--- src/sv/atu_pkg.sv ---
// shared types, constants and the cosine table for the tilt angle unit
// no dependencies
package atu_pkg;

   localparam int MAX_AVERAGE = 16;
   localparam int ANGLE_MAX = 900;
   localparam longint ONE_Q30 = 64'sd1 << 30;
   localparam longint PI_Q30 = 64'sd3373259426;
   localparam logic [12:0] RECIP_TEN = 13'd6554;

   typedef logic signed [31:0] cos_tab_type [0:900];

   typedef struct packed {
      logic signed [17:0] sum_x;
      logic signed [17:0] sum_y;
      logic signed [17:0] sum_z;
      logic [4:0]         cnt;
   } window_type;

   typedef struct packed {
      logic       full;
      logic       empty;
      logic [1:0] count;
   } fifo_status_type;

   typedef enum logic [3:0] {
      B_IDLE, B_LOAD, B_DIV, B_SQ, B_ADDR, B_READ, B_MUL1, B_MUL2, B_CMP, B_DONE
   } back_state_type;

   localparam longint unsigned COS_DIV [7] = '{2, 12, 30, 56, 90, 132, 182};
   localparam longint unsigned SIN_DIV [7] = '{6, 20, 42, 72, 110, 156, 210};

   // q30 cosine, taylor series of cos up to 225 and of sin up to 450, mirrored above
   function automatic cos_tab_type build_cos_tab();
      cos_tab_type        t;
      longint unsigned    a;
      longint unsigned    x2;
      longint unsigned    term;
      longint             s;
      longint             arg;
      int                 k;
      int                 i;
      for (k = 0; k <= 450; k++) begin
         if (k <= 225) begin
            arg = longint'(k) * PI_Q30 / 900;
         end else begin
            arg = longint'(450 - k) * PI_Q30 / 900;
         end
         a = longint'(arg);
         x2 = (a * a) >> 30;
         term = (k <= 225) ? longint'(ONE_Q30) : a;
         s = longint'(term);
         for (i = 0; i < 7; i++) begin
            if (k <= 225) begin
               term = ((term * x2) >> 30) / COS_DIV[i];
            end else begin
               term = ((term * x2) >> 30) / SIN_DIV[i];
            end
            if ((i % 2) == 0) begin
               s = s - longint'(term);
            end else begin
               s = s + longint'(term);
            end
         end
         t[k] = s[31:0];
      end
      for (k = 451; k <= 900; k++) begin
         t[k] = -t[900 - k];
      end
      return t;
   endfunction

   localparam cos_tab_type COS_TAB = build_cos_tab();

endpackage

--- src/sv/atu_front.sv ---
// front end: average count register, running sums and window completion
// depends on atu_pkg
module atu_front import atu_pkg::*; (
   input  logic               clock,
   input  logic               reset,
   input  logic               csr_write_enable,
   input  logic [4:0]         csr_write_data,
   input  logic               req_valid,
   output logic               req_ready,
   input  logic signed [12:0] req_accel_x,
   input  logic signed [12:0] req_accel_y,
   input  logic signed [12:0] req_accel_z,
   input  fifo_status_type    fifo_status,
   output logic               push,
   output window_type         push_data
);

   logic [4:0]         avg_count_ff;
   logic [4:0]         samples_ff, samples_in;
   logic signed [17:0] sum_x_ff, sum_x_in;
   logic signed [17:0] sum_y_ff, sum_y_in;
   logic signed [17:0] sum_z_ff, sum_z_in;
   logic [4:0]         eff_cnt;
   logic signed [17:0] nx, ny, nz;
   logic [5:0]         taken;
   logic               accept;
   logic               complete;

   assign req_ready = !fifo_status.full;
   assign accept = req_valid && req_ready;

   always_comb begin
      priority if (avg_count_ff == 5'd0) begin
         eff_cnt = 5'd1;
      end else if (avg_count_ff > 5'(MAX_AVERAGE)) begin
         eff_cnt = 5'(MAX_AVERAGE);
      end else begin
         eff_cnt = avg_count_ff;
      end
   end

   assign nx = sum_x_ff + 18'(req_accel_x);
   assign ny = sum_y_ff + 18'(req_accel_y);
   assign nz = sum_z_ff + 18'(req_accel_z);
   assign taken = {1'b0, samples_ff} + 6'd1;
   assign complete = taken >= {1'b0, eff_cnt};

   assign push = accept && complete;
   assign push_data = '{sum_x: nx, sum_y: ny, sum_z: nz, cnt: eff_cnt};

   always_comb begin
      samples_in = samples_ff;
      sum_x_in = sum_x_ff;
      sum_y_in = sum_y_ff;
      sum_z_in = sum_z_ff;
      if (accept) begin
         if (complete) begin
            samples_in = '0;
            sum_x_in = '0;
            sum_y_in = '0;
            sum_z_in = '0;
         end else begin
            samples_in = taken[4:0];
            sum_x_in = nx;
            sum_y_in = ny;
            sum_z_in = nz;
         end
      end
   end

   always_ff @(posedge clock) begin
      if (reset) begin
         avg_count_ff <= 5'd3;
         samples_ff <= '0;
         sum_x_ff <= '0;
         sum_y_ff <= '0;
         sum_z_ff <= '0;
      end else begin
         if (csr_write_enable) begin
            avg_count_ff <= csr_write_data;
         end
         samples_ff <= samples_in;
         sum_x_ff <= sum_x_in;
         sum_y_ff <= sum_y_in;
         sum_z_ff <= sum_z_in;
      end
   end

endmodule

--- config.mk ---
export PLATFORM = sky130hd
export DESIGN_NAME = atu_front
export DESIGN_NICKNAME = d
export VERILOG_FILES = /design/src/sv/atu_pkg.sv /design/src/sv/atu_front.sv
export SDC_FILE = /design/constraint.sdc
export NUM_CORES = 1
export LEC_CHECK = 0
export ABC_AREA = 1
export BUFFER_PORTS_ARGS = -buffer_cell sky130_fd_sc_hd__clkbuf_2
export CAP_MARGIN = 20
export CORE_UTILIZATION = 40
export CTS_BUF_LIST = sky130_fd_sc_hd__clkbuf_8
export DETAILED_ROUTE_END_ITERATION = 12
export PLACE_DENSITY = 0.75
export SYNTH_ARGS = -nofsm -noshare
export SYNTH_HDL_FRONTEND = slang
export SYNTH_SLANG_ARGS = --single-unit
--- constraint.sdc ---
create_clock -name clock -period 2 [get_ports clock]
set_input_delay 0.4 -clock clock [delete_from_list [all_inputs] [get_ports clock]]
set_output_delay 0.4 -clock clock [all_outputs]
set_load 0.02 [all_outputs]
==> qor.csv, run 1 <==
metric,value,unit
tns,-47.33,ns
maxSlewViolCount,0,
syn_area,5530,um^2
synth.net_count,1028,
path_clk_slew,0.09,ns
vias,8741,
ios,113,
status,"finished, violations left",
antenna_found_initial,0,
maxSlewHeadroom,0.5310,
fin_crit,2.876,ns
power.internal,4.373,mW
critPathCaptureType,output port,
fp.dieH,119.6,um
power.share.clock,0.173,
final_cell_mix,"192 x buf_4, 177 x nand2_1, 100 x inv_1",
syn_area_per_cell,6.037,um^2
drt-pass1-iter-count,9,
period_share,1.438,
power_frac_seq,0.195,
nNetsFinal,1368,
violations,setup timing,
ys_types,23,
worstMarginPinSlew,0.7034,ns
drc_errors,0,
drive_above_1_share,0.6693,
crit_arrival,2.48,ns
clockBufferDepth,2,
final-setup-viol-count,110,
areaGrowthSynthToFinish,114.3,%
fp.dieW,119.6,um
cts-buffers-inserted,9,
cp.required,1.60,ns
portBuffers,109,
cpMaxStageDelayCell,fa_2,
cts_hold_buffers,0,
root_buffer,clkbuf_8,
cp-start-kind,flip-flop,
multi_input_area,6389,um^2
overflow,0,
core-area,13350,um^2
power.leakage,5.656,nW
worstHoldPathType,primary input to flip-flop,
num_rows,42,
crit_chain,"ha_4, inv_2, fa_2, inv_2, nand3_2, nand2_4, nand2_2, nand2_2, nand3b_1, nand2_1, nand2_1, nand2_2, clkbuf_8",
htreeDepth,3,
vdd_drop_max,0.5977,mV
final.fill_count,515,
fmax,347.7,MHz
ant_nets,0,
syn_inst,916,
dp_hpwl,12010,um
routedWlPerCell,23.84,um
skew,0.01538,ns
tritoncts,done,
initial_core_util,0.4143,
p_per_area,643.5,nW/um^2
worst_path_most_repeated_cell,nand2_2,
final_hold_viol_count,0,
place.gp.congestion,0.9303,
p_comb_frac,0.632,
critical-path-max-stage-delay,0.37,ns
final_common_cell,buf_4,
fin_ws,-0.8758,ns
grt_pass1_wl,39440,um
crit_fanout,4,
worstSkewPairLatency,0.39,ns
wl,34260,um
initialDrtViolationCount,865,
grt_pass1_vias,7979,
grt_max_degree,33,
p_sw_frac,0.4267,
antenna_cells,0,
seq_area_frac_synth,0.2317,
cap_violations,0,
power.switching,3.255,mW
grt_usage,0.3519,
rsz0062_at_grt,true,
ff_latch_area,1338,um^2
r2r_setup_slack,-0.54,ns
yosys_register_bits,64,
timing.hold.ws,0.2540,ns
yosys_warnings,0,
critPathKind,flip-flop to output port,
cts_sinks,64,
p_total,7.628,mW
viasPerCell,6.083,
dieArea,14300,um^2
[power groups by stage]
stage / clock, mW / combinational (mW) / sequential (mW)
after floorplan: 0 / 1.37 / 1.44
after global placement: 0 / 2.23 / 1.45
after detailed placement: 0 / 2.26 / 1.45
after CTS: 1.29 / 3.62 / 1.46
after global routing: 1.37 / 4.95 / 1.49
final: 1.32 / 4.82 / 1.49
[final cells by class]
type,count,area share
sequential,64,0.1128
tap,176,0.01858
timing repair buffer,349,0.2702
clock buffer,13,0.01509
inverter,129,0.04106
multi-input combinational,703,0.5389
clock inverter,3,0.003272
[synth_stat cells]
library cell | n | area share
clkbuf_1 | 14 | 0.0095
a21oi_1 | 97 | 0.088
and2_1 | 3 | 0.0034
nor3_1 | 3 | 0.0027
nand4_2 | 1 | 0.0023
nand2_1 | 346 | 0.23
ha_1 | 57 | 0.13
o21ba_2 | 1 | 0.0018
xor2_1 | 28 | 0.044
xnor2_1 | 8 | 0.013
inv_1 | 129 | 0.088
nand3b_1 | 4 | 0.0054
a31oi_1 | 1 | 0.0011
nand4_1 | 4 | 0.0045
buf_6 | 2 | 0.0041
buf_2 | 4 | 0.0036
nand3_1 | 67 | 0.061
fa_1 | 3 | 0.011
dfxtp_1 | 64 | 0.23
o21ai_0 | 17 | 0.015
nor2_4 | 1 | 0.0020
o21bai_1 | 4 | 0.0054
nor2_1 | 58 | 0.039
[registers in the layout (all words and copies together), names as in the netlist]
register and cells:
avg_count_ff 5, samples_ff 5, sum_x_ff 18, sum_y_ff 18, sum_z_ff 18
[critical path, delay by kind of cell (launching register included)]
| family | cells | cell delay (ns) |
|---|---|---|
| adders and majority gates | 2 | 0.52 |
| DFF | 1 | 0.36 |
| and+or+nand+nor | 8 | 0.92 |
| buffers and inverters | 3 | 0.29 |
[metrics by stage]
stage               worst slack [ns]    util  std cells  area [um^2]
floorplan                  -0.003948       -        916         5705
global placement             -0.3142  0.5525       1312         7375
detailed placement           -0.3383  0.5525       1312         7375
CTS                          -0.4925  0.7866       1407        10500
global route                 -0.8660  0.8881       1437        11850
finish                       -0.8758  0.8881       1437        11850
[layer usage]
| metal | GRT usage | vias to the layer above | wire length [um] |
|---|---|---|---|
| li1 | - | 3569 | - |
| met5 | 0 | - | 0 |
| met1 | 0.3689 | 4001 | 11030 |
| met4 | 0.2039 | 0 | 3570 |
| met2 | 0.6463 | 806 | 16280 |
| met3 | 0.07272 | 365 | 3384 |
[kinds of logic after synthesis]
group           after synthesis  synth area share
compound gates              120            0.1115
buf+inv                     149            0.1048
flops                        64            0.2317
simple gates                487            0.3552
xor+xnor                     36           0.05701
fa+ha+maj                    60            0.1398
[final timing paths]
path / start / to / cells after the start
worst max register to register: sum_y_ff[8] / sum_y_ff[11] / 15
worst min register to register: sum_y_ff[14] / sum_y_ff[14] / 2
worst max-delay path: sum_z_ff[0] / push_data[19] / 13
worst min-delay path: csr_write_data[1] / avg_count_ff[1] / 3
[what timing repair did]
| action | CTS | global route |
|---|---|---|
| pin swaps | 143 | 161 |
| gates cloned | 8 | 0 |
| endpoints found under the setup margin | 111 | 111 |
| hold endpoints to repair | 0 | 0 |
| gates resized for setup | 479 | 296 |
| setup buffers | 76 | 44 |
(Power assumes the default switching activity.)
==> run 2, diff against run 1 <==
SETUP_SLACK_MARGIN = 0.5   (was unset)
==> qor.csv, run 2 (synthesized netlist as in run 1, its figures left out) <==
metric,value,unit,change
status,"finished, violations left",,
violations,setup timing,,
routedWlPerCell,21.77,um,-8.7%
ant_nets,0,,unchanged
placed_area,8527,um^2,+16%
cap_violations,0,,unchanged
portBuffers,109,,unchanged
cp-start-kind,flip-flop,,
skew,0.01371,ns,-0.001676 ns
dp_hpwl,13290,um,+11%
nNetsFinal,1383,,+1.1%
multi_input_area,6452,um^2,+1.0%
grt_usage,0.3161,,-0.03577
place.gp.congestion,0.8848,,-4.9%
root_buffer,clkbuf_8,,
htreeDepth,3,,unchanged
critPathKind,flip-flop to output port,,
fin_crit,2.696,ns,-0.1793 ns
ios,113,,unchanged
final_hold_viol_count,0,,unchanged
reg_top3,"sum_x_ff: 18 flops, sum_y_ff: 18 flops, sum_z_ff: 18 flops",,
critPathCaptureType,output port,,
ff_latch_area,1338,um^2,unchanged
drc_errors,0,,unchanged
worstMarginPinSlew,0.4174,ns,-0.2860 ns
rsz0062_at_grt,true,,
period_share,1.348,,-0.08964
power.leakage,5.842,nW,+3.3%
min_from,csr_write_data[1],,
critPathLaunch,sum_y_ff[0],,
drive_above_1_share,0.6693,,about the same
dieArea,14300,um^2,unchanged
final.fill_count,452,,-12%
clockBufferDepth,2,,unchanged
tritoncts,done,,
vias,8466,,-3.1%
tns,-52.49,ns,-5.162 ns
worstSkewPairLatency,0.39,ns,about the same
dp_slack,-0.3490,ns,-0.01068 ns
maxSlewViolCount,0,,unchanged
areaGrowthSynthToFinish,121.2,%,
initial_core_util,0.4143,,unchanged
fp.dieW,119.6,um,unchanged
final-setup-viol-count,111,,+0.91%
vdd_drop_max,0.4781,mV,-20%
num_rows,42,,unchanged
drt-pass1-iter-count,5,,-4
grt_pass1_vias,7481,,-6.2%
antenna_found_initial,1,,+1
crit_fanout,4,,unchanged
cts_sinks,64,,unchanged
final_cell_mix,"185 x buf_4, 180 x nand2_1, 99 x inv_1",,
viasPerCell,5.827,,-4.2%
cp.required,1.60,ns,about the same
cts-buffers-inserted,9,,unchanged
core-area,13350,um^2,unchanged
stdcell_area,12230,um^2,+3.2%
worstHoldPathType,primary input to flip-flop,,
grt_max_degree,41,,+24%
maxSlewHeadroom,0.7212,,+0.1901
path_clk_slew,0.08,ns,about the same
p_per_area,625.8,nW/um^2,-2.7%
crit_arrival,2.30,ns,-0.18 ns
wl,31640,um,-7.7%
fin_ws,-0.6965,ns,+0.1793 ns
overflow,0,,unchanged
fp.dieH,119.6,um,unchanged
r2r-start,samples_ff[1],,
final_common_cell,buf_4,,
fmax,370.9,MHz,+6.6%
grt_pass1_wl,35590,um,-9.8%
initialDrtViolationCount,786,,-9.1%
-- run 2: changes by cell type in the layout (fill, tap and decap cells not counted), sizes merged, moves of 2 or more --
cell    before  now
clkinv       1    4
buf        280  301
inv        130  128
clkbuf      82   73
-- run 2: final cells by class --
type                            instances  share of cell area
Inverter                              129             0.04082
Clock buffer                           10             0.01125
Multi-Input combinational cell        703              0.5276
Timing Repair Buffer                  364              0.2860
Tap cell                              176             0.01801
Clock inverter                          6            0.006752
Antenna cell                            1           0.0002046
Sequential cell                        64              0.1094
-- run 2: what timing repair did --
action	in CTS	in global routing
pin swaps	152	189
cloned	6	1
endpoints found under the hold margin	0	0
hold buffers	0	0
buffers inserted	51	58
resized for setup	335	312
endpoints found under the setup margin	118	118
-- run 2: routing by layer --
| metal | up-vias | track usage | wire (um) |
|---|---|---|---|
| li1 | 3599 | - | - |
| met1 | 4012 | 0.3482 | 10670 |
| met2 | 603 | 0.5860 | 16240 |
| met3 | 252 | 0.03992 | 2060 |
| met4 | 0 | 0.1695 | 2666 |
| met5 | - | 0 | 0 |
-- run 2: final timing paths --
path / slack (ns) / end / cells past startpoint
setup / recovery: -0.70 / push_data[37] / 13
hold reg to reg: 0.49 / sum_x_ff[16] / 2
setup reg to reg: -0.60 / sum_z_ff[14] / 14
hold / removal: 0.25 / avg_count_ff[1] / 3
-- run 2: where the power goes --
group | internal (mW) | switching (mW) | leakage [nW]
Clock | 0.730 | 0.659 | 0.112
Sequential | 1.38 | 0.102 | 0.540
Combinational | 2.35 | 2.44 | 5.19
Total | 4.46 | 3.20 | 5.84
-- run 2: metrics by stage --
step	power (mW)	hold slack (ns)	cells	utilization
floorplan	3.195	0.4294	916	-
global placement	4.122	0.4517	1320	0.6388
detailed placement	4.168	0.4525	1320	0.6388
CTS	6.456	0.2342	1393	0.7972
global route	7.875	0.2627	1452	0.9161
finish	7.654	0.2460	1453	0.9163
-- run 2: worst max-delay path: stages (launching register included) --
cell and delay [ns]:
dfxtp_4 0.36, ha_4 0.14, inv_2 0.04, fa_2 0.37, inv_2 0.09, nand3_2 0.09, nand2_4 0.12, nand2_2 0.08
nand2_2 0.08, nand3b_1 0.16, nand2_1 0.11, nand2_1 0.07, nand2_2 0.08, buf_8 0.11
