## src/sv/atu_pkg.sv

```systemverilog
// shared types, constants and the cosine table for the tilt angle unit
// no dependencies
package atu_pkg;

   localparam int MAX_AVERAGE = 16;
   localparam int ANGLE_MAX = 900;
   localparam longint ONE_Q30 = 64'sd1 << 30;
   localparam longint PI_Q30 = 64'sd3373259426;
   localparam logic [12:0] RECIP_TEN = 13'd6554;

   typedef logic signed [31:0] cos_tab_type [0:900];

   typedef struct packed {
      logic signed [17:0] sum_x;
      logic signed [17:0] sum_y;
      logic signed [17:0] sum_z;
      logic [4:0]         cnt;
   } window_type;

   typedef struct packed {
      logic       full;
      logic       empty;
      logic [1:0] count;
   } fifo_status_type;

   typedef enum logic [3:0] {
      B_IDLE, B_LOAD, B_DIV, B_SQ, B_ADDR, B_READ, B_MUL1, B_MUL2, B_CMP, B_DONE
   } back_state_type;

   localparam longint unsigned COS_DIV [7] = '{2, 12, 30, 56, 90, 132, 182};
   localparam longint unsigned SIN_DIV [7] = '{6, 20, 42, 72, 110, 156, 210};

   // q30 cosine, taylor series of cos up to 225 and of sin up to 450, mirrored above
   function automatic cos_tab_type build_cos_tab();
      cos_tab_type        t;
      longint unsigned    a;
      longint unsigned    x2;
      longint unsigned    term;
      longint             s;
      longint             arg;
      int                 k;
      int                 i;
      for (k = 0; k <= 450; k++) begin
         if (k <= 225) begin
            arg = longint'(k) * PI_Q30 / 900;
         end else begin
            arg = longint'(450 - k) * PI_Q30 / 900;
         end
         a = longint'(arg);
         x2 = (a * a) >> 30;
         term = (k <= 225) ? longint'(ONE_Q30) : a;
         s = longint'(term);
         for (i = 0; i < 7; i++) begin
            if (k <= 225) begin
               term = ((term * x2) >> 30) / COS_DIV[i];
            end else begin
               term = ((term * x2) >> 30) / SIN_DIV[i];
            end
            if ((i % 2) == 0) begin
               s = s - longint'(term);
            end else begin
               s = s + longint'(term);
            end
         end
         t[k] = s[31:0];
      end
      for (k = 451; k <= 900; k++) begin
         t[k] = -t[900 - k];
      end
      return t;
   endfunction

   localparam cos_tab_type COS_TAB = build_cos_tab();

endpackage

```

## src/sv/atu_fifo.sv

```systemverilog
// two-entry queue of completed windows between front and back
// depends on atu_pkg
module atu_fifo import atu_pkg::*; (
   input  logic            clock,
   input  logic            reset,
   input  logic            push,
   input  window_type      push_data,
   input  logic            pop,
   output window_type      pop_data,
   output fifo_status_type status
);

   window_type entry_ff [2];
   logic       wr_ptr_ff;
   logic       rd_ptr_ff;
   logic [1:0] count_ff;

   assign pop_data = entry_ff[rd_ptr_ff];
   assign status = '{full: count_ff == 2'd2, empty: count_ff == 2'd0, count: count_ff};

   always_ff @(posedge clock) begin
      if (push) begin
         entry_ff[wr_ptr_ff] <= push_data;
      end
   end

   always_ff @(posedge clock) begin
      if (reset) begin
         wr_ptr_ff <= 1'b0;
         rd_ptr_ff <= 1'b0;
         count_ff <= '0;
      end else begin
         if (push) begin
            wr_ptr_ff <= !wr_ptr_ff;
         end
         if (pop) begin
            rd_ptr_ff <= !rd_ptr_ff;
         end
         count_ff <= count_ff + 2'(push) - 2'(pop);
      end
   end

endmodule

```

## config.mk

```make
export PLATFORM = sky130hd
export DESIGN_NAME = atu_fifo
export DESIGN_NICKNAME = d
export VERILOG_FILES = /design/src/sv/atu_pkg.sv /design/src/sv/atu_fifo.sv
export SDC_FILE = /design/constraint.sdc
export NUM_CORES = 1
export LEC_CHECK = 0
export ABC_AREA = 1
export BUFFER_PORTS_ARGS = -buffer_cell sky130_fd_sc_hd__buf_2
export CAP_MARGIN = 5
export CELL_PAD_IN_SITES_DETAIL_PLACEMENT = 0
export CELL_PAD_IN_SITES_GLOBAL_PLACEMENT = 1
export CORE_MARGIN = 5
export CORE_UTILIZATION = 30
export DETAILED_ROUTE_END_ITERATION = 12
export GPL_TIMING_DRIVEN = 0
export PLACE_DENSITY_LB_ADDON = 0.2
export REMOVE_ABC_BUFFERS = 1
export SYNTH_ARGS = -nofsm -noshare
export SYNTH_HDL_FRONTEND = slang
export SYNTH_SLANG_ARGS = --single-unit
```

## constraint.sdc

```tcl
create_clock -name clock -period 4.9 [get_ports clock]
set_input_delay 0.735 -clock clock [delete_from_list [all_inputs] [get_ports clock]]
set_output_delay 0.735 -clock clock [all_outputs]
set_load 0.05 [all_outputs]
```

==> results.sh, run 1 <==
export IMPL_cts_buffer_depth=2
export IMPL_cts_root_buf="clkbuf_16"
export IMPL_wl_per_cell_um=15.4
export IMPL_grt_pass1_vias=2594
export IMPL_arrival_ns=1.89
export IMPL_worst_pin_slew_ns=0.830
export IMPL_insertion_delay_ns=0.40
export IMPL_hold_slack_ns=0.518
export IMPL_diodes=0
export IMPL_grt_pass1_wl_um=13400
export IMPL_ctsResizeCount=0
export IMPL_dpl_worst_slack_ns=2.64
export IMPL_chipHeight_um=133
export IMPL_top_layer_used="met4"
export IMPL_yosys_warnings=0
export IMPL_hold_viol=0
export IMPL_wirelength_met1_um=3590
export IMPL_vdd_ir_drop_max_mv=0.208
export IMPL_dp_cells=524
export IMPL_layout_worst_path_cycle_share=0.536
export IMPL_hold_buffers=0
export IMPL_first_pass_iters=4
export IMPL_intPower_mw=2.13
export IMPL_boundaryPins=126
export IMPL_antenna_found_initial=0
export IMPL_grt_max_degree=61
export IMPL_finalSetupViolations=0
export IMPL_drtIter0Drc=118
export IMPL_wl_met3_um=598
export IMPL_finalInstanceArea_um2=5970
export IMPL_vias_per_cell=4.23
export IMPL_areaGrowthSynthToFinish_pct=31.9
export IMPL_drcViolationCount=0
export IMPL_ys_seq_area_frac=0.805
export IMPL_rsz0062_at_grt="false"
export IMPL_worst_path_max_fanout=35
export IMPL_synth_most_common_cell="edfxtp_1"
export IMPL_finalCoreUtilization=0.399
export IMPL_slew_violations=0
export IMPL_worstSetupPathType="flop to output pin"
export IMPL_port_buffers=125
export IMPL_dpl_cell_area_um2=5400
export IMPL_grt_total_usage=0.101
export IMPL_syn_instance_count=215
export IMPL_clkSinkCount=123
export IMPL_clockPowerShare=0.418
export IMPL_startpoint_type="flop"
export IMPL_skew_ns=0.00478
export IMPL_worst_setup_path_end_kind="output pin"
export IMPL_pwr_share_seq=0.435
export IMPL_worst_slack_ns=2.27
export IMPL_synth_top_area_share=0.783
export IMPL_multi_input_area_um2=803
export IMPL_synthTopCellsByArea="edfxtp_1 (78%), mux2_2 (12%), mux2_4 (3.3%), dfxtp_1 (2.2%), inv_1 (0.66%)"
export IMPL_status="completed"
export IMPL_syn_area_um2=4530
export IMPL_synth_cell_types=15
export IMPL_ys_ff_latch=123
export IMPL_fillCellCount=1409
export IMPL_fp_dieArea_um2=17600
export IMPL_cts_made_buffers=17
export IMPL_vias=2351
export IMPL_p_leak_nw=2.28
export IMPL_fp_row_count=45
export IMPL_place_hpwl_um=5440
export IMPL_switching_share=0.255
export IMPL_period_minus_slack_ns=2.63
export IMPL_syn_area_per_cell_um2=21.1
export IMPL_crit_required_ns=4.16
export IMPL_core_area_um2=15000
export IMPL_clkTransAtPathRegs_ns=0.05
export IMPL_final_antenna_net_count=0
export IMPL_synth_edf_count=118
export IMPL_hold_class="input port to flop"
export IMPL_yosysTopAreaCell="edfxtp_1"
export IMPL_grt_overflow_total=0
export IMPL_regArea_um2=3650
export IMPL_finalSetupTns_ns=0
export IMPL_power_frac_comb=0.147
export IMPL_maxCapViolations=0
export IMPL_ys_async_sr_fraction=0
export IMPL_fin_nets=420
export IMPL_start_util=0.302
export IMPL_synth_flop_cell="edfxtp_1"
export IMPL_wl_um=8570
export IMPL_drive_gt1_frac=0.576
export IMPL_p_total_mw=2.86
export IMPL_instances_no_fill=556
export IMPL_gp_congestion=0.641
export IMPL_cts_tree="built"
export IMPL_synth_common_cells="edfxtp_1 (118), mux2_2 (49), mux2_4 (10)"
export IMPL_htree_num_levels=4
export IMPL_slew_headroom=0.447
export IMPL_timing_fmax_ghz=0.381
export IMPL_switchingPower_mw=0.728
export IMPL_dieWidth_um=133
export IMPL_post_cts_buffers=0
export IMPL_power_density_nw_per_um2=478
export IMPL_wl_met2_um=4210
path summary, 6_finish.rpt:
path                               startpoint         endpoint  slack (ns)  cells past startpoint
worst min-delay path            push_data[15]  entry_ff[0][15]        0.52                      1
worst max register to register      wr_ptr_ff  entry_ff[1][31]        3.38                      2
worst min register to register      rd_ptr_ff        rd_ptr_ff        0.52                      2
worst max-delay path                     flop     pop_data[43]        2.27                      3
cell usage in the layout (no fill, tap or decap):
master / n
nor2_4: 1
inv_1: 7
nand2_1: 4
dfxtp_4: 1
nor3_1: 1
clkinv_2: 1
clkinvlp_4: 1
a21oi_1: 1
inv_4: 1
edfxtp_1: 118
dfxtp_1: 4
nand3_1: 1
mux2_2: 49
bufinv_16: 3
xnor2_1: 1
buf_2: 125
clkbuf_1: 3
nor2_1: 7
ha_1: 2
buf_12: 3
mux2_4: 10
clkinv_1: 7
clkbuf_16: 17
power groups by stage:
stage / sequential [mW] / combinational (mW) / clock, mW
floorplan: 1.28 / 0.298 / 0
global placement: 1.28 / 0.410 / 0
detailed placement: 1.26 / 0.427 / 0
CTS: 1.24 / 0.428 / 1.24
global route: 1.25 / 0.445 / 1.28
finish: 1.24 / 0.420 / 1.19
per-layer routing:
metal | up-vias | GRT usage
met2 | 81 | 0.162
met1 | 1145 | 0.112
met5 | - | 0
li1 | 1114 | -
met3 | 11 | 0.0430
met4 | 0 | 0.0572
state kept, by name, indices dropped and copies added, names as in the netlist, named ones only:
name	flops
entry_ff	118
count_ff	2
rd_ptr_ff	1
wr_ptr_ff	1
final cells by class:
cell class                 count  share of cell area
clock buffer                  20              0.0732
inverter                       8             0.00545
clock inverter                12              0.0216
sequential                   123               0.611
tap                          188              0.0394
multi-input combinational     77               0.135
timing repair buffer         128               0.115
cells by family after synthesis:
kind of cell / Yosys count / synth area share
flip-flops: 123 / 0.805
multiplexers: 59 / 0.155
buffers and inverters: 15 / 0.0193
AND/OR/NAND/NOR: 14 / 0.0122
adder cells (fa/ha/maj): 2 / 0.00553
AO/OA/AOI/OAI: 1 / 0.00110
XOR/XNOR: 1 / 0.00194
critical path, cell delays in order, from the launching register on:
cell,delay (ns)
dfxtp_4,0.60
buf_12,0.30
mux2_2,0.37
buf_2,0.21
(Power assumes the default switching activity.)
==> inputs of run 2 (changes only) <==
==> constraint.sdc (replaced) <==
create_clock -name clock -period 2.16 [get_ports clock]
set_input_delay 0.324 -clock clock [delete_from_list [all_inputs] [get_ports clock]]
set_output_delay 0.324 -clock clock [all_outputs]
set_load 0.05 [all_outputs]
==> run 2 against run 1 <==
Clock power up 130%. Sequential cell count unchanged. Non-clock buffer count up 2. Sequential share of layout area down 0.31 points. Via count up 0.43%. Count of clock-buffer cells in the layout unchanged. Die area unchanged. Core utilization up 0.20 points. Critical path type unchanged. Largest cell class unchanged.
==> results.sh, run 2 (synthesis results as in run 1) <==
export IMPL_status="completed"
export IMPL_start_util=0.302
export IMPL_first_pass_iters=4
export IMPL_endpoint="pop_data[21]"
export IMPL_vias_per_cell=4.23
export IMPL_timing_fmax_ghz=0.520
export IMPL_fp_dieArea_um2=17600
export IMPL_clkTransAtPathRegs_ns=0.05
export IMPL_worst_path_max_fanout=12
export IMPL_grt_overflow_total=0
export IMPL_grt_pass1_wl_um=13600
export IMPL_grt_max_degree=61
export IMPL_cts_made_buffers=17
export IMPL_period_minus_slack_ns=1.92
export IMPL_layout_worst_path_cycle_share=0.891
export IMPL_final_cell_mix="buf_2 (125), edfxtp_1 (118), mux2_2 (49)"
export IMPL_hold_slack_ns=0.108
export IMPL_pwr_share_seq=0.431
export IMPL_dpl_worst_slack_ns=0.308
export IMPL_worst_slack_ns=0.236
export IMPL_switchingPower_mw=1.65
export IMPL_dpl_cell_area_um2=5400
export IMPL_r2r_start="wr_ptr_ff"
export IMPL_finalInstanceArea_um2=6000
export IMPL_reg2reg_depth=2
export IMPL_hold_class="input port to flop"
export IMPL_slew_headroom=0.448
export IMPL_wl_per_cell_um=15.6
export IMPL_boundaryPins=126
export IMPL_fp_row_count=45
export IMPL_dp_cells=524
export IMPL_skew_ns=0.00478
export IMPL_grt_total_usage=0.102
export IMPL_diodes=0
export IMPL_vias=2361
export IMPL_power_frac_comb=0.152
export IMPL_drtIter0Drc=106
export IMPL_finalSetupViolations=0
export IMPL_dieWidth_um=133
export IMPL_intPower_mw=4.84
export IMPL_insertion_delay_ns=0.40
export IMPL_worst_setup_path_end_kind="output pin"
export IMPL_chipHeight_um=133
export IMPL_maxCapViolations=0
export IMPL_drcViolationCount=0
export IMPL_arrival_ns=1.60
export IMPL_areaGrowthSynthToFinish_pct=32.5
export IMPL_max_stage_delay_ns=0.38
export IMPL_worstSetupPathType="flop to output pin"
export IMPL_hold_viol=0
export IMPL_wl_um=8690
export IMPL_cts_buffer_depth=2
export IMPL_hold_buffers=0
export IMPL_r2r_end="entry_ff[1][31]"
export IMPL_crit_chain="buf_4 > mux2_2 > buf_2"
export IMPL_cts_root_buf="clkbuf_16"
export IMPL_rsz0062_at_grt="false"
export IMPL_htree_num_levels=4
export IMPL_port_buffers=125
export IMPL_r2r_slack_ns=0.64
export IMPL_fin_nets=422
export IMPL_finalCoreUtilization=0.401
export IMPL_cts_tree="built"
export IMPL_clockPowerShare=0.417
export IMPL_slew_violations=0
export IMPL_place_hpwl_um=5440
export IMPL_largest_reg_flops=118
export IMPL_layout_commonest_cell="buf_2"
export IMPL_holdPathStages=1
export IMPL_grt_pass1_vias=2606
export IMPL_worst_pin_slew_ns=0.828
export IMPL_drive_gt1_frac=0.578
export IMPL_core_area_um2=15000
export IMPL_antenna_found_initial=0
export IMPL_clkSinkCount=123
export IMPL_switching_share=0.255
export IMPL_worst_path_stages=3
export IMPL_cp_slowest_cell="dfxtp_4"
export IMPL_largestRegisters="entry_ff (118), count_ff (2)"
export IMPL_top_register="entry_ff"
export IMPL_cpLargestDelayFamily="buffers and inverters"
export IMPL_crit_required_ns=1.84
export IMPL_gp_congestion=0.641
export IMPL_power_density_nw_per_um2=1080
export IMPL_crit_buf_inv=2
export IMPL_instances_no_fill=558
export IMPL_p_leak_nw=2.30
export IMPL_final_antenna_net_count=0
export IMPL_vdd_ir_drop_max_mv=0.468
export IMPL_startpoint_type="flop"
[run 2: cell types whose count changed in the layout (fill, tap and decap cells not counted), sizes merged]
| cell | previous run | this run |
|---|---|---|
| buf | 128 | 130 |
[run 2: worst min-delay path by stage]
stage / endpoint / slack, ns / startpoint
final: entry_ff[0][15] / 0.11 / push_data[15]
after global routing: entry_ff[1][44] / 0.08 / push_data[44]
after CTS: entry_ff[0][4] / 0.08 / push_data[4]
after detailed placement: rd_ptr_ff / 0.51 / rd_ptr_ff
after global placement: rd_ptr_ff / 0.50 / rd_ptr_ff
after floorplan: count_ff[0] / 0.40 / reset
[run 2: what timing repair did]
action,4_1_cts,5_1_grt
resized for setup,1,0
setup buffers,2,0
endpoints found under the setup margin,35,0
[run 2: stage by stage]
step | power (mW) | setup TNS (ns)
3_3_place_gp | 3.83 | -321.63
3_5_place_dp | 3.84 | 0
2_1_floorplan | 3.57 | -92.45
5_1_grt | 6.76 | 0
6_report | 6.49 | 0
4_1_cts | 6.61 | 0
[run 2: power groups by stage]
stage	sequential [mW]	clock [mW]	combinational (mW)
3_3_place_gp	2.90	0	0.929
5_1_grt	2.81	2.91	1.05
6_report	2.80	2.71	0.985
4_1_cts	2.80	2.81	1.01
2_1_floorplan	2.89	0	0.676
3_5_place_dp	2.87	0	0.970
[run 2: worst reg2reg max path: stages, from the launching register on]
cell     delay (ns)
dfxtp_1        0.38
nand2_1        0.11
inv_4          0.59
[run 2: cell type report]
class | count | area, um^2
Clock inverter | 12 | 129
Clock buffer | 20 | 437
Sequential cell | 123 | 3650
Inverter | 8 | 32.5
Tap cell | 188 | 235
Timing Repair Buffer | 130 | 716
Fill cell | 1408 | 8980
Multi-Input combinational cell | 77 | 803
[run 2: routing by layer]
layer / wire length (um) / GRT usage
met1: 3710 / 0.117
met5: 0 / 0
met4: 167 / 0.0572
met2: 4190 / 0.163
met3: 616 / 0.0430
